==> config.mk <==
export PLATFORM = sky130hd
export DESIGN_NAME = anemometer_vane_processor_top
export DESIGN_NICKNAME = d
export VERILOG_FILES = /design/src/design/avp_pkg.sv /design/src/design/anemometer_vane_processor_top.sv /design/src/design/avp_front.sv /design/src/design/avp_queue.sv /design/src/design/avp_back.sv
export VERILOG_INCLUDE_DIRS = /design/src /design/src/design
export SDC_FILE = /design/constraint.sdc
export NUM_CORES = 1
export LEC_CHECK = 0
export ABC_AREA = 1
export BUFFER_PORTS_ARGS = -buffer_cell sky130_fd_sc_hd__buf_2
export CORE_MARGIN = 2
export CORE_UTILIZATION = 56
export CTS_BUF_LIST = sky130_fd_sc_hd__clkbuf_16
export CTS_CLUSTER_SIZE = 12
export DETAILED_ROUTE_END_ITERATION = 12
export PLACE_DENSITY_LB_ADDON = 0.1
export SLEW_MARGIN = 5
export SYNTH_ARGS = -nofsm -noshare
export SYNTH_HDL_FRONTEND = slang
export SYNTH_SLANG_ARGS = --single-unit
==> constraint.sdc <==
create_clock -name clock -period 5.1 [get_ports clock]
set_input_delay 1.02 -clock clock [delete_from_list [all_inputs] [get_ports clock]]
set_output_delay 1.02 -clock clock [all_outputs]
set_load 0.02 [all_outputs]
==> src/design/anemometer_vane_processor_top_macros.svh <==
// ----------------------------------------------------------------------------
// Anemometer vane processor assertion macros
// Shared concurrent assertion forms, clocked on clock and disabled in reset.
// ----------------------------------------------------------------------------
`ifndef ANEMOMETER_VANE_PROCESSOR_TOP_MACROS_SVH
`define ANEMOMETER_VANE_PROCESSOR_TOP_MACROS_SVH

// Same-cycle implication.
`define AVP_ASSERT_IMPL(lbl, ante, cons, msg) \
   lbl: assert property (@(posedge clock) disable iff (reset) (ante) |-> (cons)) \
      else $error(msg);

// Next-cycle implication.
`define AVP_ASSERT_NEXT(lbl, ante, cons, msg) \
   lbl: assert property (@(posedge clock) disable iff (reset) (ante) |=> (cons)) \
      else $error(msg);

`endif

==> src/design/avp_pkg.sv <==
// ----------------------------------------------------------------------------
// Anemometer vane processor package
// Field widths, vane range table, queue entry type and register map.
// ----------------------------------------------------------------------------
`timescale 1ns / 1ps

package avp_pkg;

   localparam int COUNT_W   = 16;
   localparam int ADC_W     = 12;
   localparam int GAIN_W    = 10;
   localparam int FRAC_BITS = 6;
   localparam int SPEED_W   = COUNT_W + GAIN_W - FRAC_BITS;
   localparam int OUT_W     = 16;
   localparam int DIR_W     = 4;
   localparam int TABLE_SIZE = 16;

   localparam logic [GAIN_W-1:0] GAIN_RESET = 10'd553;
   localparam logic [OUT_W-1:0]  OUT_MAX    = 16'hFFFF;

   // Inclusive ADC ranges of the vane, one row per compass point.
   localparam logic [ADC_W-1:0] VANE_LO [TABLE_SIZE] = '{
      12'd2970, 12'd1567, 12'd1773, 12'd320, 12'd360, 12'd245, 12'd728, 12'd496,
      12'd1120, 12'd957,  12'd2390, 12'd2280, 12'd3549, 12'd3117, 12'd3340, 12'd2660
   };
   localparam logic [ADC_W-1:0] VANE_HI [TABLE_SIZE] = '{
      12'd3010, 12'd1607, 12'd1813, 12'd360, 12'd400, 12'd285, 12'd768, 12'd536,
      12'd1160, 12'd997,  12'd2430, 12'd2320, 12'd3589, 12'd3157, 12'd3380, 12'd2700
   };

   localparam int QUEUE_DEPTH = 2;

   localparam int CSR_ADDR_W = 2;
   localparam int CSR_DATA_W = 32;
   localparam logic [CSR_ADDR_W-1:0] CSR_GAIN_ADDR = 2'd0;

   // One classified measurement on its way from front to back.
   typedef struct packed {
      logic [COUNT_W-1:0] pulse_count;
      logic [DIR_W-1:0]   direction;
      logic               direction_miss;
   } queue_item_type;

endpackage

==> src/design/anemometer_vane_processor_top.sv <==
// ----------------------------------------------------------------------------
// Anemometer vane processor
// Moving average and peak of scaled anemometer counts, plus wind vane decode.
// ----------------------------------------------------------------------------
//
//   Channel   Direction  Handshake                  Payload
//   req_      in         req_valid / req_stall      req_pulse_count, req_vane_adc
//   rsp_      out        rsp_valid / rsp_stall      rsp_avg_speed, rsp_max_speed,
//                                                   rsp_direction, rsp_direction_miss
//   APB       in/out     psel, penable, pready      paddr, pwrite, pwdata, prdata
//
// The front end takes a transaction, walks the vane table one row per cycle
// and hands the item to the queue. The back end walks every ring entry
// through its single read port, which visits one entry a cycle. The queue
// lets the front end take a new transaction before the back end is through
// with the last one.
// Reset is synchronous and active high; it clears the ring through its valid
// bits and restores the speed gain to 553.
// A stalled result waits in the output register while the back end goes on.
// ----------------------------------------------------------------------------
`timescale 1ns / 1ps

module anemometer_vane_processor_top #(
   parameter int WINDOW_DEPTH   = 8,
   parameter int DIRECTION_ROWS = 16
) (
   input  logic                             clock,
   input  logic                             reset,
   // Measurement transactions.
   input  logic                             req_valid,
   output logic                             req_stall,
   input  logic [avp_pkg::COUNT_W-1:0]      req_pulse_count,
   input  logic [avp_pkg::ADC_W-1:0]        req_vane_adc,
   // Result transactions.
   output logic                             rsp_valid,
   input  logic                             rsp_stall,
   output logic [avp_pkg::OUT_W-1:0]        rsp_avg_speed,
   output logic [avp_pkg::OUT_W-1:0]        rsp_max_speed,
   output logic [avp_pkg::DIR_W-1:0]        rsp_direction,
   output logic                             rsp_direction_miss,
   // Register access.
   input  logic                             psel,
   input  logic                             penable,
   input  logic                             pwrite,
   input  logic [avp_pkg::CSR_ADDR_W-1:0]   paddr,
   input  logic [avp_pkg::CSR_DATA_W-1:0]   pwdata,
   output logic [avp_pkg::CSR_DATA_W-1:0]   prdata,
   output logic                             pready
);
   import avp_pkg::*;

   logic [GAIN_W-1:0] gain_ff, gain_in;
   logic              gain_write;

   logic              push;
   queue_item_type    push_item;
   logic              full;
   logic              pop;
   queue_item_type    pop_item;
   logic              empty;

   // The register port never waits; the gain register sits at byte zero.
   assign pready     = 1'b1;
   assign gain_write = psel && penable && pwrite && (paddr == CSR_GAIN_ADDR);
   assign gain_in    = gain_write ? pwdata[GAIN_W-1:0] : gain_ff;
   assign prdata     = (paddr == CSR_GAIN_ADDR) ? CSR_DATA_W'(gain_ff) : '0;

   always_ff @(posedge clock) begin
      if (reset) begin
         gain_ff <= GAIN_RESET;
      end else begin
         gain_ff <= gain_in;
      end
   end

   // Front end: accepts the measurement and finds its compass point.
   avp_front #(
      .DIRECTION_ROWS(DIRECTION_ROWS)
   ) u_front (
      .clock           (clock),
      .reset           (reset),
      .req_valid       (req_valid),
      .req_stall       (req_stall),
      .req_pulse_count (req_pulse_count),
      .req_vane_adc    (req_vane_adc),
      .push            (push),
      .push_item       (push_item),
      .full            (full)
   );

   // The queue lets the front end classify the next measurement while the
   // back end is still walking the window for the previous one.
   avp_queue u_queue (
      .clock     (clock),
      .reset     (reset),
      .push      (push),
      .push_item (push_item),
      .full      (full),
      .pop       (pop),
      .pop_item  (pop_item),
      .empty     (empty)
   );

   // Back end: updates the ring, computes average and peak, owns the result.
   avp_back #(
      .WINDOW_DEPTH(WINDOW_DEPTH)
   ) u_back (
      .clock              (clock),
      .reset              (reset),
      .speed_gain         (gain_ff),
      .empty              (empty),
      .pop_item           (pop_item),
      .pop                (pop),
      .rsp_valid          (rsp_valid),
      .rsp_stall          (rsp_stall),
      .rsp_avg_speed      (rsp_avg_speed),
      .rsp_max_speed      (rsp_max_speed),
      .rsp_direction      (rsp_direction),
      .rsp_direction_miss (rsp_direction_miss)
   );

endmodule

==> src/design/avp_front.sv <==
// ----------------------------------------------------------------------------
// Anemometer vane processor front end
// Accepts a measurement and walks the vane table one row per cycle.
// ----------------------------------------------------------------------------
`timescale 1ns / 1ps

module avp_front #(
   parameter int DIRECTION_ROWS = 16
) (
   input  logic                          clock,
   input  logic                          reset,
   input  logic                          req_valid,
   output logic                          req_stall,
   input  logic [avp_pkg::COUNT_W-1:0]   req_pulse_count,
   input  logic [avp_pkg::ADC_W-1:0]     req_vane_adc,
   output logic                          push,
   output avp_pkg::queue_item_type       push_item,
   input  logic                          full
);
   import avp_pkg::*;

   typedef enum logic [1:0] {F_IDLE, F_SCAN, F_PUSH} front_state_type;

   localparam logic [DIR_W-1:0] LAST_ROW = DIR_W'(DIRECTION_ROWS - 1);

   front_state_type    state_ff, state_in;
   logic [DIR_W-1:0]   row_ff, row_in;
   logic [COUNT_W-1:0] count_ff, count_in;
   logic [ADC_W-1:0]   adc_ff, adc_in;
   logic [DIR_W-1:0]   dir_ff, dir_in;
   logic               miss_ff, miss_in;
   logic               hit;

   assign hit       = (adc_ff >= VANE_LO[row_ff]) && (adc_ff <= VANE_HI[row_ff]);
   assign req_stall = (state_ff != F_IDLE);
   assign push      = (state_ff == F_PUSH) && !full;

   assign push_item.pulse_count    = count_ff;
   assign push_item.direction      = dir_ff;
   assign push_item.direction_miss = miss_ff;

   always_comb begin
      state_in = state_ff;
      row_in   = row_ff;
      count_in = count_ff;
      adc_in   = adc_ff;
      dir_in   = dir_ff;
      miss_in  = miss_ff;
      case (state_ff)
         F_IDLE: begin
            if (req_valid) begin
               count_in = req_pulse_count;
               adc_in   = req_vane_adc;
               row_in   = '0;
               state_in = F_SCAN;
            end
         end
         F_SCAN: begin
            if (hit) begin
               dir_in   = row_ff;
               miss_in  = 1'b0;
               state_in = F_PUSH;
            end else if (row_ff == LAST_ROW) begin
               // No range held the reading: report north and flag it.
               dir_in   = '0;
               miss_in  = 1'b1;
               state_in = F_PUSH;
            end else begin
               row_in = row_ff + DIR_W'(1);
            end
         end
         F_PUSH: begin
            if (!full) begin
               state_in = F_IDLE;
            end
         end
         default: begin
            state_in = F_IDLE;
         end
      endcase
   end

   always_ff @(posedge clock) begin
      if (reset) begin
         state_ff <= F_IDLE;
      end else begin
         state_ff <= state_in;
         row_ff   <= row_in;
         count_ff <= count_in;
         adc_ff   <= adc_in;
         dir_ff   <= dir_in;
         miss_ff  <= miss_in;
      end
   end

endmodule

==> src/design/avp_queue.sv <==
// ----------------------------------------------------------------------------
// Anemometer vane processor queue
// Short first-in first-out buffer of classified measurements.
// ----------------------------------------------------------------------------
`timescale 1ns / 1ps

module avp_queue (
   input  logic                    clock,
   input  logic                    reset,
   input  logic                    push,
   input  avp_pkg::queue_item_type push_item,
   output logic                    full,
   input  logic                    pop,
   output avp_pkg::queue_item_type pop_item,
   output logic                    empty
);
   import avp_pkg::*;

   localparam int PTR_W = $clog2(QUEUE_DEPTH);
   localparam int CNT_W = $clog2(QUEUE_DEPTH + 1);

   queue_item_type   entries_ff [QUEUE_DEPTH];
   logic [PTR_W-1:0] wr_ptr_ff, wr_ptr_in;
   logic [PTR_W-1:0] rd_ptr_ff, rd_ptr_in;
   logic [CNT_W-1:0] fill_ff, fill_in;

   assign full     = (fill_ff == CNT_W'(QUEUE_DEPTH));
   assign empty    = (fill_ff == '0);
   assign pop_item = entries_ff[rd_ptr_ff];

   always_comb begin
      wr_ptr_in = wr_ptr_ff;
      rd_ptr_in = rd_ptr_ff;
      fill_in   = fill_ff;
      if (push) begin
         wr_ptr_in = (wr_ptr_ff == PTR_W'(QUEUE_DEPTH - 1)) ? '0 : wr_ptr_ff + PTR_W'(1);
      end
      if (pop) begin
         rd_ptr_in = (rd_ptr_ff == PTR_W'(QUEUE_DEPTH - 1)) ? '0 : rd_ptr_ff + PTR_W'(1);
      end
      if (push && !pop) begin
         fill_in = fill_ff + CNT_W'(1);
      end else if (pop && !push) begin
         fill_in = fill_ff - CNT_W'(1);
      end
   end

   always_ff @(posedge clock) begin
      if (push) begin
         entries_ff[wr_ptr_ff] <= push_item;
      end
   end

   always_ff @(posedge clock) begin
      if (reset) begin
         wr_ptr_ff <= '0;
         rd_ptr_ff <= '0;
         fill_ff   <= '0;
      end else begin
         wr_ptr_ff <= wr_ptr_in;
         rd_ptr_ff <= rd_ptr_in;
         fill_ff   <= fill_in;
      end
   end

endmodule

==> src/design/avp_back.sv <==
// ----------------------------------------------------------------------------
// Anemometer vane processor back end
// Writes the count ring, walks it through a multiply stage and accumulates.
// ----------------------------------------------------------------------------
`timescale 1ns / 1ps
`include "anemometer_vane_processor_top_macros.svh"

module avp_back #(
   parameter int WINDOW_DEPTH = 8
) (
   input  logic                        clock,
   input  logic                        reset,
   input  logic [avp_pkg::GAIN_W-1:0]  speed_gain,
   input  logic                        empty,
   input  avp_pkg::queue_item_type     pop_item,
   output logic                        pop,
   output logic                        rsp_valid,
   input  logic                        rsp_stall,
   output logic [avp_pkg::OUT_W-1:0]   rsp_avg_speed,
   output logic [avp_pkg::OUT_W-1:0]   rsp_max_speed,
   output logic [avp_pkg::DIR_W-1:0]   rsp_direction,
   output logic                        rsp_direction_miss
);
   import avp_pkg::*;

   typedef enum logic [1:0] {B_IDLE, B_READ, B_DRAIN, B_DONE} back_state_type;

   localparam int AW     = $clog2(WINDOW_DEPTH);
   localparam int SHIFT  = $clog2(WINDOW_DEPTH + 1) - 1;
   localparam int SUM_W  = SPEED_W + AW;
   localparam int PROD_W = COUNT_W + GAIN_W;
   localparam logic [AW-1:0] LAST_IDX = AW'(WINDOW_DEPTH - 1);

   back_state_type       state_ff, state_in;
   logic [AW-1:0]        head_ff, head_in;
   logic [WINDOW_DEPTH-1:0] valid_ff, valid_in;
   logic [AW-1:0]        rd_idx_ff, rd_idx_in;
   logic                 rd_vld_ff, rd_vld_in;
   logic                 rd_ok_ff;
   logic                 mul_vld_ff, mul_vld_in;
   logic [SPEED_W-1:0]   speed_ff, speed_in;
   logic [SUM_W-1:0]     sum_ff, sum_in;
   logic [SPEED_W-1:0]   max_ff, max_in;
   logic [DIR_W-1:0]     dir_ff, dir_in;
   logic                 miss_ff, miss_in;
   logic                 rsp_valid_ff, rsp_valid_in;
   logic [OUT_W-1:0]     rsp_avg_ff, rsp_avg_in;
   logic [OUT_W-1:0]     rsp_max_ff, rsp_max_in;
   logic [DIR_W-1:0]     rsp_dir_ff, rsp_dir_in;
   logic                 rsp_miss_ff, rsp_miss_in;

   logic [COUNT_W-1:0]   ring_mem [WINDOW_DEPTH];
   logic [COUNT_W-1:0]   rd_data_ff;
   logic [COUNT_W-1:0]   rd_word;
   logic [PROD_W-1:0]    prod;
   logic [SUM_W-1:0]     avg_full;
   logic                 out_load;

   assign pop      = (state_ff == B_IDLE) && !empty;
   assign out_load = (state_ff == B_DONE) && (!rsp_valid_ff || !rsp_stall);
   // An entry never written since reset reads as zero.
   assign rd_word  = rd_ok_ff ? rd_data_ff : '0;
   assign prod     = PROD_W'(rd_word) * PROD_W'(speed_gain);
   assign avg_full = sum_ff >> SHIFT;

   assign rsp_valid          = rsp_valid_ff;
   assign rsp_avg_speed      = rsp_avg_ff;
   assign rsp_max_speed      = rsp_max_ff;
   assign rsp_direction      = rsp_dir_ff;
   assign rsp_direction_miss = rsp_miss_ff;

   always_ff @(posedge clock) begin
      if (pop) begin
         ring_mem[head_ff] <= pop_item.pulse_count;
      end
      rd_data_ff <= ring_mem[rd_idx_ff];
   end

   always_comb begin
      state_in    = state_ff;
      head_in     = head_ff;
      valid_in    = valid_ff;
      rd_idx_in   = rd_idx_ff;
      rd_vld_in   = 1'b0;
      mul_vld_in  = rd_vld_ff;
      speed_in    = prod[PROD_W-1:FRAC_BITS];
      sum_in      = sum_ff;
      max_in      = max_ff;
      dir_in      = dir_ff;
      miss_in     = miss_ff;
      rsp_avg_in  = rsp_avg_ff;
      rsp_max_in  = rsp_max_ff;
      rsp_dir_in  = rsp_dir_ff;
      rsp_miss_in = rsp_miss_ff;

      if (mul_vld_ff) begin
         sum_in = sum_ff + SUM_W'(speed_ff);
         if (speed_ff > max_ff) begin
            max_in = speed_ff;
         end
      end

      case (state_ff)
         B_IDLE: begin
            if (!empty) begin
               valid_in[head_ff] = 1'b1;
               head_in   = (head_ff == LAST_IDX) ? '0 : head_ff + AW'(1);
               dir_in    = pop_item.direction;
               miss_in   = pop_item.direction_miss;
               sum_in    = '0;
               max_in    = '0;
               rd_idx_in = '0;
               state_in  = B_READ;
            end
         end
         B_READ: begin
            rd_vld_in = 1'b1;
            if (rd_idx_ff == LAST_IDX) begin
               state_in = B_DRAIN;
            end else begin
               rd_idx_in = rd_idx_ff + AW'(1);
            end
         end
         B_DRAIN: begin
            if (!rd_vld_ff && !mul_vld_ff) begin
               state_in = B_DONE;
            end
         end
         B_DONE: begin
            if (!rsp_valid_ff || !rsp_stall) begin
               rsp_avg_in  = (avg_full > SUM_W'(OUT_MAX)) ? OUT_MAX : avg_full[OUT_W-1:0];
               rsp_max_in  = (max_ff > SPEED_W'(OUT_MAX)) ? OUT_MAX : max_ff[OUT_W-1:0];
               rsp_dir_in  = dir_ff;
               rsp_miss_in = miss_ff;
               state_in    = B_IDLE;
            end
         end
         default: begin
            state_in = B_IDLE;
         end
      endcase

      if (out_load) begin
         rsp_valid_in = 1'b1;
      end else if (!rsp_stall) begin
         rsp_valid_in = 1'b0;
      end else begin
         rsp_valid_in = rsp_valid_ff;
      end
   end

   always_ff @(posedge clock) begin
      if (reset) begin
         state_ff     <= B_IDLE;
         head_ff      <= '0;
         valid_ff     <= '0;
         rd_vld_ff    <= 1'b0;
         mul_vld_ff   <= 1'b0;
         rsp_valid_ff <= 1'b0;
      end else begin
         state_ff     <= state_in;
         head_ff      <= head_in;
         valid_ff     <= valid_in;
         rd_idx_ff    <= rd_idx_in;
         rd_vld_ff    <= rd_vld_in;
         rd_ok_ff     <= valid_ff[rd_idx_ff];
         mul_vld_ff   <= mul_vld_in;
         speed_ff     <= speed_in;
         sum_ff       <= sum_in;
         max_ff       <= max_in;
         dir_ff       <= dir_in;
         miss_ff      <= miss_in;
         rsp_valid_ff <= rsp_valid_in;
         rsp_avg_ff   <= rsp_avg_in;
         rsp_max_ff   <= rsp_max_in;
         rsp_dir_ff   <= rsp_dir_in;
         rsp_miss_ff  <= rsp_miss_in;
      end
   end

   `AVP_ASSERT_NEXT(a_head_step, pop, head_ff == (($past(head_ff) == LAST_IDX) ? '0 : $past(head_ff) + AW'(1)), "ring head did not advance by one after a pop")
   `AVP_ASSERT_NEXT(a_entry_valid, pop, valid_ff[$past(head_ff)], "written ring entry not marked valid")
   `AVP_ASSERT_IMPL(a_mul_order, mul_vld_ff, $past(rd_vld_ff), "multiply stage ran without a preceding read")

endmodule
# ---- Word-level counts from Yosys, hierarchy flattened
# Memories as Yosys holds them, arrays and structs flattened. A register that Yosys moved wholly into a read port is not among the register bits.
# Index checks and enable logic that the tools add are counted.
dict set report op_classes {
  addsub 8
  mul 1
  n_lt_le_gt_ge 9
  eq_ne 20
  mux 51
  bitwise_logic 4
  n_reduce_logical 38
}
# operator count
set ops {}
lappend ops {{2-to-1 mux 20 bit} 4}
lappend ops {{2-to-1 mux 23 bit} 3}
lappend ops {{2-to-1 mux 12 bit} 4}
lappend ops {{greater-than comparator 20 x 16 -> 1 bit, second input constant} 2}
lappend ops {{multiplier 16 x 10 -> 26 bit} 1}
lappend ops {{adder 23 x 20 -> 23 bit} 1}
lappend ops {{greater-than comparator 20 bit} 1}
lappend ops {{2-to-1 mux 2 bit} 10}
lappend ops {{2-to-1 mux 4 bit} 5}
lappend ops {{2-to-1 mux 16 bit} 1}
lappend ops {{AND reduction 3 bit} 5}
lappend ops {{2-to-1 mux 1 bit} 14}
lappend ops {{!= test 2 bit, second input constant} 7}
lappend ops {{greater-or-equal comparator 12 bit} 1}
lappend ops {{less-or-equal comparator 12 bit} 1}
lappend ops {{logical AND 1 bit} 11}
lappend ops {{2-to-1 mux 10 bit} 1}
lappend ops {{nonzero test 2 bit} 5}
lappend ops {{2-to-1 mux 3 bit} 3}
lappend ops {{== test 2 bit, second input constant} 4}
lappend ops {{logical NOT 1 bit} 8}
lappend ops {{logical NOT 2 bit} 4}
lappend ops {{< comparator 3 x 4 -> 1 bit, second input constant} 2}
lappend ops {{OR 8 bit} 1}
lappend ops {{24 further kinds} 32}
dict set report totals {
  regBits 178
  mem_bits_rw 170
  rom_bits 384
  inputBits 69
  out_inout_bits 72
  word_cells 162
  memories 4
}
# name depth width rd rd_clocked_by_memory_dff write_ports line
set mem_list {}
lappend mem_list {{(no name shown)} 16 12 1 0 0 avp_front.sv:34} ;# assign hit = (adc_ff >= VANE_LO[row_ff]) && (adc_ff <= VANE_HI[row_ff]);
lappend mem_list {{(no name shown)} 16 12 1 0 0 avp_front.sv:34}
lappend mem_list {u_back.ring_mem 8 16 1 1 1 avp_back.sv:52} ;# logic [COUNT_W-1:0] ring_mem [WINDOW_DEPTH];
lappend mem_list {u_queue.entries_ff 2 21 1 1 1 avp_queue.sv:22} ;# queue_item_type entries_ff [QUEUE_DEPTH];

# ---- Depth between registers and ports, before layout
# Gate-level depths: netlist of run 1.
dict set report depth {
  ltp_word 8
  ltp_mapped 26
  ltp_nobuf 24
}

# ---- By module
# From an unflattened synthesis of run 1, not the netlist that was laid out.
dict set report unflattened {
  hier_cells 2418
  hier_area_um2 22489.1
}
# module instances cells_per_inst area_per_inst_um2 seq_area_each_um2
set modules_own_cells {}
lappend modules_own_cells {avp_back 1 1970 17663.2 7757.4}
lappend modules_own_cells {avp_front 1 241 2292.2 1151.1}
lappend modules_own_cells {avp_queue 1 98 1821.7 1361.3}
lappend modules_own_cells {anemometer_vane_processor_top 1 109 711.9 200.2}

# ---- Worst setup path after synthesis of run 1
# Ideal clock, no wire load.
dict set report synth_path {
  kind {flip-flop to flip-flop}
  start {register u_back.rd_ok_ff}
  end {register u_back.speed_ff[16] (data pin)}
  setup_time_ps 252
  arrival_time_ps 4829
  required_ps 4848
  path_slack_ps 18
  path_stages_with_launch 25
  path_buffers 2
  synth_period_minus_slack_ps 5082
  cell_sequence {edfxtp_1 -> buf_4 -> buf_2 -> nand2_1 -> inv_1 -> nand2_1 -> fa_1 -> inv_1 -> fa_1 -> inv_1 -> fa_1 -> inv_1 -> fa_1 -> inv_1 -> fa_1 -> inv_1 -> ha_1 -> nand2_1 -> o21ai_0 -> a21oi_1 -> nor2_1 -> nor2_1 -> nand2_1 -> nand2_1 -> nand2_1}
}
dict set report synth_via {
  elab_chain_cells 2
}
# element line
set synth_lines {}
lappend synth_lines {{start, declared} avp_back.sv:39} ;# logic rd_ok_ff;
lappend synth_lines {{start signal, assigned} avp_back.sv:166} ;# rd_ok_ff <= valid_ff[rd_idx_ff];
lappend synth_lines {{2-to-1 mux 16 bit} avp_back.sv:62} ;# assign rd_word = rd_ok_ff ? rd_data_ff : '0;
lappend synth_lines {{multiplier 16 x 10 -> 26 bit} avp_back.sv:63} ;# assign prod = PROD_W'(rd_word) * PROD_W'(speed_gain);
lappend synth_lines {{named net u_back.prod[22]} avp_back.sv:55} ;# logic [PROD_W-1:0] prod;
lappend synth_lines {{end signal, assigned} avp_back.sv:168} ;# speed_ff <= speed_in;
lappend synth_lines {{end, declared} avp_back.sv:41} ;# logic [SPEED_W-1:0] speed_ff, speed_in;
# The timed path passes the listed nets, and every way through them passes these cells.
# A chain may end at the register's enable or synchronous reset.

# ---- Worst setup path in the final report of run 1
dict set report layout_path {
  start {register u_back.rd_ok_ff}
  end {register u_back.speed_ff[19] (data pin)}
}
# Same word-level chain as after synthesis.

==> results.json, run 1 <==
{
  "drt-wirelength-per-cell_um": 16.2,
  "grt_first_pass_wirelength_um": 81000,
  "synth.most_common_cell": "sky130_fd_sc_hd__nand2_1",
  "cts-htree-levels": 2,
  "hold_class": "register to register",
  "tritoncts_clock_tree": "built",
  "rsz0062_at_grt": "yes",
  "worstMarginPinSlew_ps": 1130,
  "critPathMaxStageDelay_ps": 560,
  "drt_pass1_iterations": 5,
  "power_density_nw_per_um2": 675,
  "design.final.nets": 2890,
  "cts-buffers-inserted": 41,
  "slowest_cell_on_the_critical_path": "sky130_fd_sc_hd__fa_1",
  "synthesis.instances": 2374,
  "tritoncts_num_sinks": 365,
  "cp_cell_sequence": "buf_6 > buf_6 > nand2_4 > buf_12 > nor2_1 > fa_1 > fa_1 > fa_2 > fa_1 > inv_2 > fa_1 > inv_1 > ha_4 > nand2_4 > buf_4 > nor2_4 > buf_4 > nand2_1 > a21oi_2 > nor2_2 > nand3b_1 > nand2_1",
  "synth-edff-count": 316,
  "critical_path.n_buffers_inverters": 7,
  "final_core_util_pct": 67.1,
  "die_span_y_um": 203,
  "fill_cells": 3142,
  "net-switching-power_mw": 7.67,
  "drt_total_wl_um": 50700,
  "period_needed_ps": 5050,
  "place_congestion": 0.920,
  "synth.yosys.seq_area_share_pct": 47.3,
  "drt-initial-drc-count": 986,
  "finalSetupViolations": 0,
  "max_freq_mhz": 198,
  "route.vias.total": 16377,
  "total_leakage_power_nw": 11.7,
  "period_share_pct": 99.0,
  "result_of_the_run": "completed",
  "cts.path.max_buffers": 3,
  "path_common_cell": "sky130_fd_sc_hd__fa_1",
  "antenna_violations_before_repair": 0,
  "clk_pin_slew_ps": 60,
  "port-buffer-count": 95,
  "placeableCoreArea_um2": 38800,
  "setup-tns-final_ps": 0,
  "timing.critical_path.from_type": "register",
  "power_frac_comb_pct": 59.1,
  "die_area_um2": 41200,
  "largest_net_degree_at_the_start_of_global_routing": 71,
  "clock_tree.root_cell": "sky130_fd_sc_hd__clkbuf_16",
  "ant_nets": 0,
  "total_power_of_the_final_layout_mw": 17.6,
  "finClkSkew_ps": 25.3,
  "drive_above_1_share_pct": 18.4,
  "finalMaxSlewViolations": 0,
  "remaining_global_route_overflow": 0,
  "type_of_the_worst_setup_path": "register to register",
  "dieWidth_um": 203,
  "num_antenna_cells": 0,
  "vdd.ir_drop.worst_uv": 539,
  "grt.total_usage_pct": 24.8,
  "synth_top_cell_area_share_pct": 42.8,
  "row_count": 72,
  "layout-area-overhead-vs-synth_pct": 17.6,
  "via_per_inst": 5.24,
  "max_cap_violations": 0,
  "yosys_top_cell_by_area": "sky130_fd_sc_hd__edfxtp_1",
  "ios": 141,
  "post_synth_main_area_contributors": "sky130_fd_sc_hd__edfxtp_1 43%, sky130_fd_sc_hd__fa_1 9.9%, sky130_fd_sc_hd__ha_1 7.5%",
  "starting_density_of_the_core_pct": 57.1,
  "cp_data_required_time_ps": 5420,
  "sequentialPowerShare_pct": 24.6,
  "first_global_vias": 15997,
  "yosys_register_bits": 365,
  "dp_hpwl_um": 36500,
  "synth_common_cells": "442 x sky130_fd_sc_hd__nand2_1, 373 x sky130_fd_sc_hd__nor2_1, 367 x sky130_fd_sc_hd__inv_1, 316 x sky130_fd_sc_hd__edfxtp_1, 133 x sky130_fd_sc_hd__ha_1",
  "switching_share_pct": 43.6,
  "clkLatencyLatePin_ps": 590,
  "internal_power_mw": 9.92,
  "critPathTopFamily": "adder cells",
  "syn-cell-area_um2": 22200,
  "yosys.cell_types.count": 46,
  "slew_headroom_pct": 24.4,
  "postSynthAreaPerCell_um2": 9.33,
  "critPathMaxFanout": 6,
  "timing_hold_violations_final": 0,
  "dominantRegCellSynth": "sky130_fd_sc_hd__edfxtp_1",
  "critical_path_arrival_ps": 5370,
  "clock_power_share_pct": 16.2,
  "worst_setup_path_end_kind": "register",
  "remaining_drc_errors": 0,
  "ys_async_sr_fraction_pct": 0,
  "yosysWarningCount": 0
}
final cells by class:
type	count	area, µm²	area share [%]
Clock inverter	33	256	0.984
Tap cell	518	648	2.49
Clock buffer	42	1050	4.03
Timing Repair Buffer	232	1630	6.25
Multi-Input combinational cell	1563	10600	40.6
Sequential cell	365	10500	40.2
Inverter	375	1440	5.52
layer usage:
layer  share of wire [%]  GRT usage (%)  vias to the layer above
li1                    -              -                     8081
met3                 4.5           3.21                       81
met5                   0              0                        -
met1                  43           33.3                     7850
met4                 2.1           6.02                        0
met2                  50           43.0                      365
state kept, by name (all words and copies together) (netlist names), 20 cells and up, named ones only:
register,flops
u_back.speed_ff,20
u_back.ring_mem,128
u_back.sum_ff,23
u_back.max_ff,20
u_queue.entries_ff,42
power groups by stage:
stage | Combinational [mW] | Sequential, mW | Clock, mW
2_1_floorplan | 5.59 | 4.23 | 0
3_3_place_gp | 8.26 | 4.35 | 0
3_5_place_dp | 8.38 | 4.36 | 0
4_1_cts | 9.28 | 4.32 | 2.91
5_1_grt | 11.6 | 4.38 | 3.03
6_report | 10.4 | 4.34 | 2.85
through the flow:
step                worst slack [ps]  instance area, µm²  std cells  hold slack [ps]
finish                          51.8               26100       3128              422
floorplan                       18.2               22200       2395              399
detailed placement              -368               23800       3035              415
global route                    -112               26100       3128              429
CTS                             2.51               25500       3117              426
global placement                -342               23800       3035              404
cell usage in the layout, fill, tap and decap left out, types with 22 or more instances in the layout:
master and instances:
sky130_fd_sc_hd__a21oi_1 98, sky130_fd_sc_hd__edfxtp_1 316, sky130_fd_sc_hd__buf_4 122, sky130_fd_sc_hd__dfxtp_1 49, sky130_fd_sc_hd__nor2_1 350, sky130_fd_sc_hd__nand2_1 397, sky130_fd_sc_hd__conb_1 23, sky130_fd_sc_hd__buf_2 95
sky130_fd_sc_hd__inv_2 25, sky130_fd_sc_hd__ha_1 117, sky130_fd_sc_hd__fa_1 105, sky130_fd_sc_hd__nand2_2 34, sky130_fd_sc_hd__nor2_2 22, sky130_fd_sc_hd__o21ai_0 110, sky130_fd_sc_hd__inv_1 351, sky130_fd_sc_hd__nand3_1 84
sky130_fd_sc_hd__clkbuf_16 42
path summary, 6_finish.rpt:
kind | end | slack, ps | cells past startpoint | start
setup reg to reg | u_back.speed_ff[19]$_DFFE_PN_ | 50 | 22 | u_back.rd_ok_ff$_DFFE_PN_
hold reg to reg | u_back.rsp_direction_miss$_DFFE_PP_ | 420 | 0 | u_back.miss_ff$_DFFE_PP_
setup / recovery | u_back.speed_ff[19]$_DFFE_PN_ | 50 | 22 | u_back.rd_ok_ff$_DFFE_PN_
hold / removal | u_back.rsp_direction_miss$_DFFE_PP_ | 420 | 0 | u_back.miss_ff$_DFFE_PP_
what timing repair did:
action / 4_1_cts / 5_1_grt
pin swaps: 16 / 81
gates resized for setup: 66 / 145
setup endpoints to repair: 18 / 17
hold buffers: 0 / 0
setup buffers: 6 / 12
gates cloned: 1 / 0
cells by family after synthesis:
family | Yosys count | share of synthesized area, %
other | 2 | 0.0339
buffers and inverters | 467 | 8.67
AND/OR/NAND/NOR | 964 | 17.7
XOR/XNOR | 15 | 0.593
multiplexers | 21 | 1.07
AO/OA/AOI/OAI | 297 | 7.25
flip-flops | 365 | 47.3
adder cells (fa/ha/maj) | 243 | 17.4
Power figures use the tool's default switching activity.
==> run 2, diff against run 1 <==
BUFFER_PORTS_ARGS = -buffer_cell sky130_fd_sc_hd__buf_4   (was -buffer_cell sky130_fd_sc_hd__buf_2)
CAP_MARGIN = 20   (was default)
==> run 2 against run 1 <==
Compared with the run above:
- clock power is 1% higher
- fmax is 0.74% lower
- final area hardly changed
- count of clock-buffer cells in the layout is 1 lower
- core utilization hardly changed
- non-clock buffer count is 17 lower
- first-iteration DRC count is 7.3% higher
- critical endpoint is now u_back.speed_ff[16]$_DFFE_PN_
- largest power group unchanged
==> results.json, run 2 (synthesized netlist as in run 1, its figures left out) <==
{
  "result_of_the_run": "completed",
  "critical_path_arrival_ps": 5410,
  "layout-area-overhead-vs-synth_pct": 17.6,
  "placeableCoreArea_um2": 38800,
  "largest_registers_in_the_final_layout": "u_back.ring_mem x128, u_queue.entries_ff x42, u_back.sum_ff x23",
  "hold_class": "register to register",
  "timing.critical_path.from_type": "register",
  "largest-register": "u_back.ring_mem",
  "slowest_cell_on_the_critical_path": "sky130_fd_sc_hd__fa_1",
  "first_global_vias": 16128,
  "layout_commonest_cell": "sky130_fd_sc_hd__nand2_1",
  "finClkSkew_ps": 20.0,
  "ios": 141,
  "largest_register_ff_count": 128,
  "grt.total_usage_pct": 24.7,
  "period_needed_ps": 5090,
  "die_area_um2": 41200,
  "hold-worst-slack_ps": 418,
  "timing_hold_violations_final": 0,
  "largest_net_degree_at_the_start_of_global_routing": 71,
  "tritoncts_clock_tree": "built",
  "finalSetupViolations": 0,
  "ant_nets": 0,
  "slew_headroom_pct": 29.3,
  "type_of_the_worst_setup_path": "register to register",
  "num_antenna_cells": 0,
  "total_leakage_power_nw": 11.7,
  "max_cap_violations": 0,
  "row_count": 72,
  "cts.path.max_buffers": 3,
  "route.vias.total": 16522,
  "critPathMaxFanout": 6,
  "drt-initial-drc-count": 1058,
  "antenna_violations_before_repair": 1,
  "drt_total_wl_um": 49800,
  "mostFrequentLayoutCells": "406 x sky130_fd_sc_hd__nand2_1, 357 x sky130_fd_sc_hd__nor2_1, 355 x sky130_fd_sc_hd__inv_1",
  "port-buffer-count": 95,
  "power_density_nw_per_um2": 661,
  "period_share_pct": 99.7,
  "clk_pin_slew_ps": 60,
  "worstMarginPinSlew_ps": 1060,
  "die_span_y_um": 203,
  "worst_setup_path_end_kind": "register",
  "drt_pass1_iterations": 5,
  "design.final.nets": 2873,
  "drt-wirelength-per-cell_um": 16.0,
  "dieWidth_um": 203,
  "cts-htree-levels": 2,
  "rsz0062_at_grt": "yes",
  "preCtsSetupSlack_ps": -279,
  "clkLatencyLatePin_ps": 580,
  "drive_above_1_share_pct": 17.3,
  "cp_cell_sequence": "buf_6 > buf_12 > nand2_2 > buf_12 > inv_1 > nand2_1 > fa_1 > fa_1 > inv_2 > fa_1 > fa_1 > inv_1 > fa_1 > inv_2 > ha_4 > nand2_4 > buf_6 > nor4_4 > nand4_1 > nand3_1 > nand2_1",
  "clock_tree.root_cell": "sky130_fd_sc_hd__clkbuf_16",
  "via_per_inst": 5.32,
  "finalMaxSlewViolations": 0,
  "remaining_drc_errors": 0,
  "cts-buffers-inserted": 41,
  "critical_path.n_buffers_inverters": 8,
  "max_freq_mhz": 197,
  "critPathTopFamily": "adder cells",
  "fin_ws_ps": 14.0,
  "grt_first_pass_wirelength_um": 81200,
  "post_cts_hold_buffer_count": 0,
  "tritoncts_num_sinks": 365,
  "remaining_global_route_overflow": 0,
  "critPathMaxStageDelay_ps": 550,
  "setup-tns-final_ps": 0,
  "place_congestion": 0.921,
  "dp_hpwl_um": 35400,
  "path_common_cell": "sky130_fd_sc_hd__fa_1",
  "vdd.ir_drop.worst_uv": 631,
  "cp_data_required_time_ps": 5420,
  "starting_density_of_the_core_pct": 57.1
}
-- run 2: final cells by class --
| class | count | area, µm² |
|---|---|---|
| clock inverter | 29 | 293 |
| clock buffer | 41 | 1030 |
| inverter | 375 | 1420 |
| multi-input combinational | 1563 | 10500 |
| timing repair buffer | 215 | 1710 |
| sequential | 365 | 10500 |
| tap | 518 | 648 |
| fill | 3041 | 12800 |
-- run 2: repair_timing --
| item | in CTS | in global routing |
|---|---|---|
| setup buffers | 3 | 3 |
| resized for setup | 68 | 110 |
| setup endpoints to repair | 17 | 19 |
| pin swaps | 25 | 68 |
| gates cloned | 1 | 0 |
-- run 2: worst register-to-register path, delay by kind of cell (launching register included) --
kind / cells / cell delay (ps)
flip-flops: 1 / 380
buffers and inverters: 8 / 770
AND/OR/NAND/NOR: 7 / 910
adder cells (fa/ha/maj): 6 / 2770
-- run 2: report_power, final --
group	total, mW	leakage (nW)	switching, mW	internal [mW]
registers	4.31	3.30	0.326	3.99
clock network	2.89	0.676	1.21	1.68
logic	10.0	7.67	5.89	4.13
-- run 2: path summary, 6_finish.rpt --
| path | from | slack (ps) | cells past startpoint | end |
|---|---|---|---|---|
| min reg2reg | u_back.mul_vld_in$_SDFF_PP0_ | 420 | 2 | u_back.mul_vld_ff$_SDFF_PP0_ |
| max | u_back.rd_ok_ff$_DFFE_PN_ | 10 | 21 | u_back.speed_ff[16]$_DFFE_PN_ |
| max reg2reg | u_back.rd_ok_ff$_DFFE_PN_ | 10 | 21 | u_back.speed_ff[16]$_DFFE_PN_ |
| min | u_back.mul_vld_in$_SDFF_PP0_ | 420 | 2 | u_back.mul_vld_ff$_SDFF_PP0_ |
-- run 2: layer usage --
layer,GRT usage (%),up-vias,part of all wire [%]
met5,0,-,0
met4,7.38,0,2.2
met3,3.16,78,5.6
met2,41.5,459,49
met1,33.8,7930,43
li1,-,8055,-
-- run 2: per-stage QoR --
stage                     power (mW)  std cells  utilization [%]  cell area, µm²
after floorplan                 9.82       2395                -           22200
after global placement          12.5       3027             61.7           24000
after detailed placement        12.6       3027             61.7           24000
after CTS                       16.4       3101             65.9           25600
after global routing            18.6       3106             67.1           26000
final                           17.2       3106             67.1           26000
==> run 3, diff against run 2 <==
RECOVER_POWER = 50   (was default)
==> run 3 against run 2 <==
Compared with the run above:
- the run now ends with capacitance limit, slew limit, setup timing left
- die area is the same
- combinational power is essentially flat
- final cell count is the same
- clock power is essentially flat
- worst hold slack lost 3.1 ps
- count of clock-buffer cells in the layout is the same
- critical endpoint unchanged
==> results.json, run 3 (synthesized netlist as in run 1, its figures left out) <==
{
  "largest_net_degree_at_the_start_of_global_routing": 71,
  "cts-buffers-inserted": 41,
  "finalSetupViolations": 1,
  "rrSetupSlack_ps": -10,
  "drive_above_1_share_pct": 16.2,
  "fin_ws_ps": -14.2,
  "num_antenna_cells": 0,
  "antenna_violations_before_repair": 1,
  "row_count": 72,
  "max_freq_mhz": 196,
  "die_span_y_um": 203,
  "layout-area-overhead-vs-synth_pct": 17.2,
  "layout_commonest_cell": "sky130_fd_sc_hd__nand2_1",
  "final_core_util_pct": 66.9,
  "grt_first_pass_wirelength_um": 81200,
  "first_global_vias": 16128,
  "place_congestion": 0.921,
  "largest_registers_in_the_final_layout": "u_back.ring_mem x128, u_queue.entries_ff x42, u_back.sum_ff x23",
  "clkLatencyLatePin_ps": 580,
  "grt.total_usage_pct": 24.7,
  "violations": "capacitance limit, slew limit, setup timing",
  "dieWidth_um": 203,
  "post_cts_hold_buffer_count": 0,
  "finClkSkew_ps": 21.4,
  "tritoncts_clock_tree": "built",
  "tritoncts_num_sinks": 365,
  "type_of_the_worst_setup_path": "register to register",
  "clk_pin_slew_ps": 60,
  "hold-worst-slack_ps": 415,
  "slew_headroom_pct": -112,
  "cts-htree-levels": 2,
  "total_leakage_power_nw": 11.6,
  "drt_total_wl_um": 49800,
  "drt-initial-drc-count": 1000,
  "power_density_nw_per_um2": 663,
  "r2r_end": "u_back.speed_ff[16]$_DFFE_PN_",
  "rr_worst_depth": 21,
  "vdd.ir_drop.worst_uv": 630,
  "timing.critical_path.from_type": "register",
  "drt-wirelength-per-cell_um": 16.0,
  "die_area_um2": 41200,
  "design.final.nets": 2873,
  "dp_hpwl_um": 35400,
  "fill_cells": 3057,
  "critPathMaxFanout": 6,
  "via_per_inst": 5.32,
  "ant_nets": 0,
  "timing_hold_violations_final": 0,
  "mostFrequentLayoutCells": "406 x sky130_fd_sc_hd__nand2_1, 359 x sky130_fd_sc_hd__nor2_1, 356 x sky130_fd_sc_hd__inv_1",
  "route.vias.total": 16519,
  "clock_tree.root_cell": "sky130_fd_sc_hd__clkbuf_16",
  "crit-reg2reg-launch": "u_back.rd_ok_ff$_DFFE_PN_",
  "hold_class": "register to register",
  "period_needed_ps": 5110,
  "finalMaxSlewViolations": 132,
  "rsz0062_at_grt": "yes",
  "min_delay_worst_endpoint": "u_back.rsp_direction_miss$_DFFE_PP_",
  "cp_data_required_time_ps": 5420,
  "starting_density_of_the_core_pct": 57.1,
  "drt_pass1_iterations": 5,
  "port-buffer-count": 95,
  "remaining_drc_errors": 0,
  "largest-register": "u_back.ring_mem",
  "remaining_global_route_overflow": 0,
  "max_cap_violations": 3,
  "hold-path-cell-count": 0,
  "largest_register_ff_count": 128,
  "worstMarginPinSlew_ps": 3170,
  "cts.path.max_buffers": 3,
  "timing.hold.worst.start": "u_back.miss_ff$_DFFE_PP_",
  "critical_path_arrival_ps": 5430,
  "ios": 141,
  "worst_setup_path_end_kind": "register",
  "result_of_the_run": "finished, violations left",
  "placeableCoreArea_um2": 38800,
  "period_share_pct": 100
}
## run 3: cell types whose count changed in the layout (fill, tap and decap cells not counted), moves of 2 or more
cell | previous run | this run
sky130_fd_sc_hd__buf_4 | 204 | 168
sky130_fd_sc_hd__clkbuf_1 | 0 | 9
sky130_fd_sc_hd__clkbuf_4 | 0 | 29
sky130_fd_sc_hd__mux2_1 | 0 | 16
sky130_fd_sc_hd__mux2_2 | 21 | 5
sky130_fd_sc_hd__nor2_1 | 357 | 359
sky130_fd_sc_hd__nor4_1 | 0 | 2
sky130_fd_sc_hd__nor4_2 | 2 | 0
## run 3: worst max-delay path by stage
| stage | start | to | slack [ps] | cells past startpoint |
|---|---|---|---|---|
| after floorplan | u_back.rd_ok_ff$_DFFE_PN_ | u_back.speed_ff[16]$_DFFE_PN_ | 20 | 24 |
| after global placement | u_back.rd_ok_ff$_DFFE_PN_ | u_back.speed_ff[16]$_DFFE_PN_ | -230 | 21 |
| after detailed placement | u_back.rd_ok_ff$_DFFE_PN_ | u_back.speed_ff[16]$_DFFE_PN_ | -280 | 21 |
| after CTS | u_back.rd_ok_ff$_DFFE_PN_ | u_back.speed_ff[14]$_DFFE_PN_ | -6 | 25 |
| after global routing | u_back.rd_ok_ff$_DFFE_PN_ | u_back.speed_ff[16]$_DFFE_PN_ | -160 | 22 |
| final | u_back.rd_ok_ff$_DFFE_PN_ | u_back.speed_ff[16]$_DFFE_PN_ | -10 | 21 |
## run 3: layer usage
metal  part of all wire [%]  GRT usage [%]  up-vias
li1                       -              -     8052
met1                     44           33.8     7950
met2                     49           41.5      438
met3                    5.3           3.16       79
met4                    2.1           7.38        0
met5                      0              0        -
## run 3: timing repair
| item | 4_1_cts | 5_1_grt |
|---|---|---|
| pin swaps | 25 | 68 |
| setup buffers | 3 | 3 |
| gates resized for setup | 68 | 110 |
| hold endpoints to repair | 0 | 0 |
| endpoints found under the setup margin | 17 | 19 |
| gates cloned | 1 | 0 |
## run 3: power by group
| part | internal [mW] | leakage [nW] | switching [mW] |
|---|---|---|---|
| clock | 1.68 | 0.676 | 1.21 |
| sequential | 3.99 | 3.30 | 0.326 |
| combinational | 4.12 | 7.63 | 5.89 |
| total | 9.79 | 11.6 | 7.43 |
## run 3: cell type report
class	count	area [µm²]	share of cell area, %
clock buffer	41	1030	3.95
inverter	375	1420	5.48
sequential	365	10500	40.3
clock inverter	29	293	1.13
timing repair buffer	215	1660	6.39
multi-input combinational	1563	10500	40.2
tap	518	648	2.50
## run 3: critical path, cell delays in order (launching register included)
cell                       delay [ps]
sky130_fd_sc_hd__edfxtp_1         380
sky130_fd_sc_hd__buf_6            150
sky130_fd_sc_hd__buf_12           140
sky130_fd_sc_hd__nand2_2           70
sky130_fd_sc_hd__buf_12           130
sky130_fd_sc_hd__inv_1             50
sky130_fd_sc_hd__nand2_1           60
sky130_fd_sc_hd__fa_1             420
sky130_fd_sc_hd__fa_1             520
sky130_fd_sc_hd__inv_2             50
sky130_fd_sc_hd__fa_1             490
sky130_fd_sc_hd__fa_1             500
sky130_fd_sc_hd__inv_1             60
sky130_fd_sc_hd__fa_1             550
sky130_fd_sc_hd__inv_2             50
sky130_fd_sc_hd__ha_4             290
sky130_fd_sc_hd__nand2_4           60
sky130_fd_sc_hd__buf_6            130
sky130_fd_sc_hd__nor4_4           320
sky130_fd_sc_hd__nand4_1          210
sky130_fd_sc_hd__nand3_1          140
sky130_fd_sc_hd__nand2_1           60
## run 3: metrics by stage
stage	worst slack (ps)	power, mW	instances	area, µm²	TNS, ps
3_5_place_dp	-279	12.6	3027	24000	-2630
2_1_floorplan	18.2	9.82	2395	22200	0
6_report	-14.2	17.2	3106	26000	-14.2
5_1_grt	-159	18.6	3106	26000	-1390
4_1_cts	-5.62	16.4	3101	25600	-5.62
3_3_place_gp	-232	12.5	3027	24000	-2190
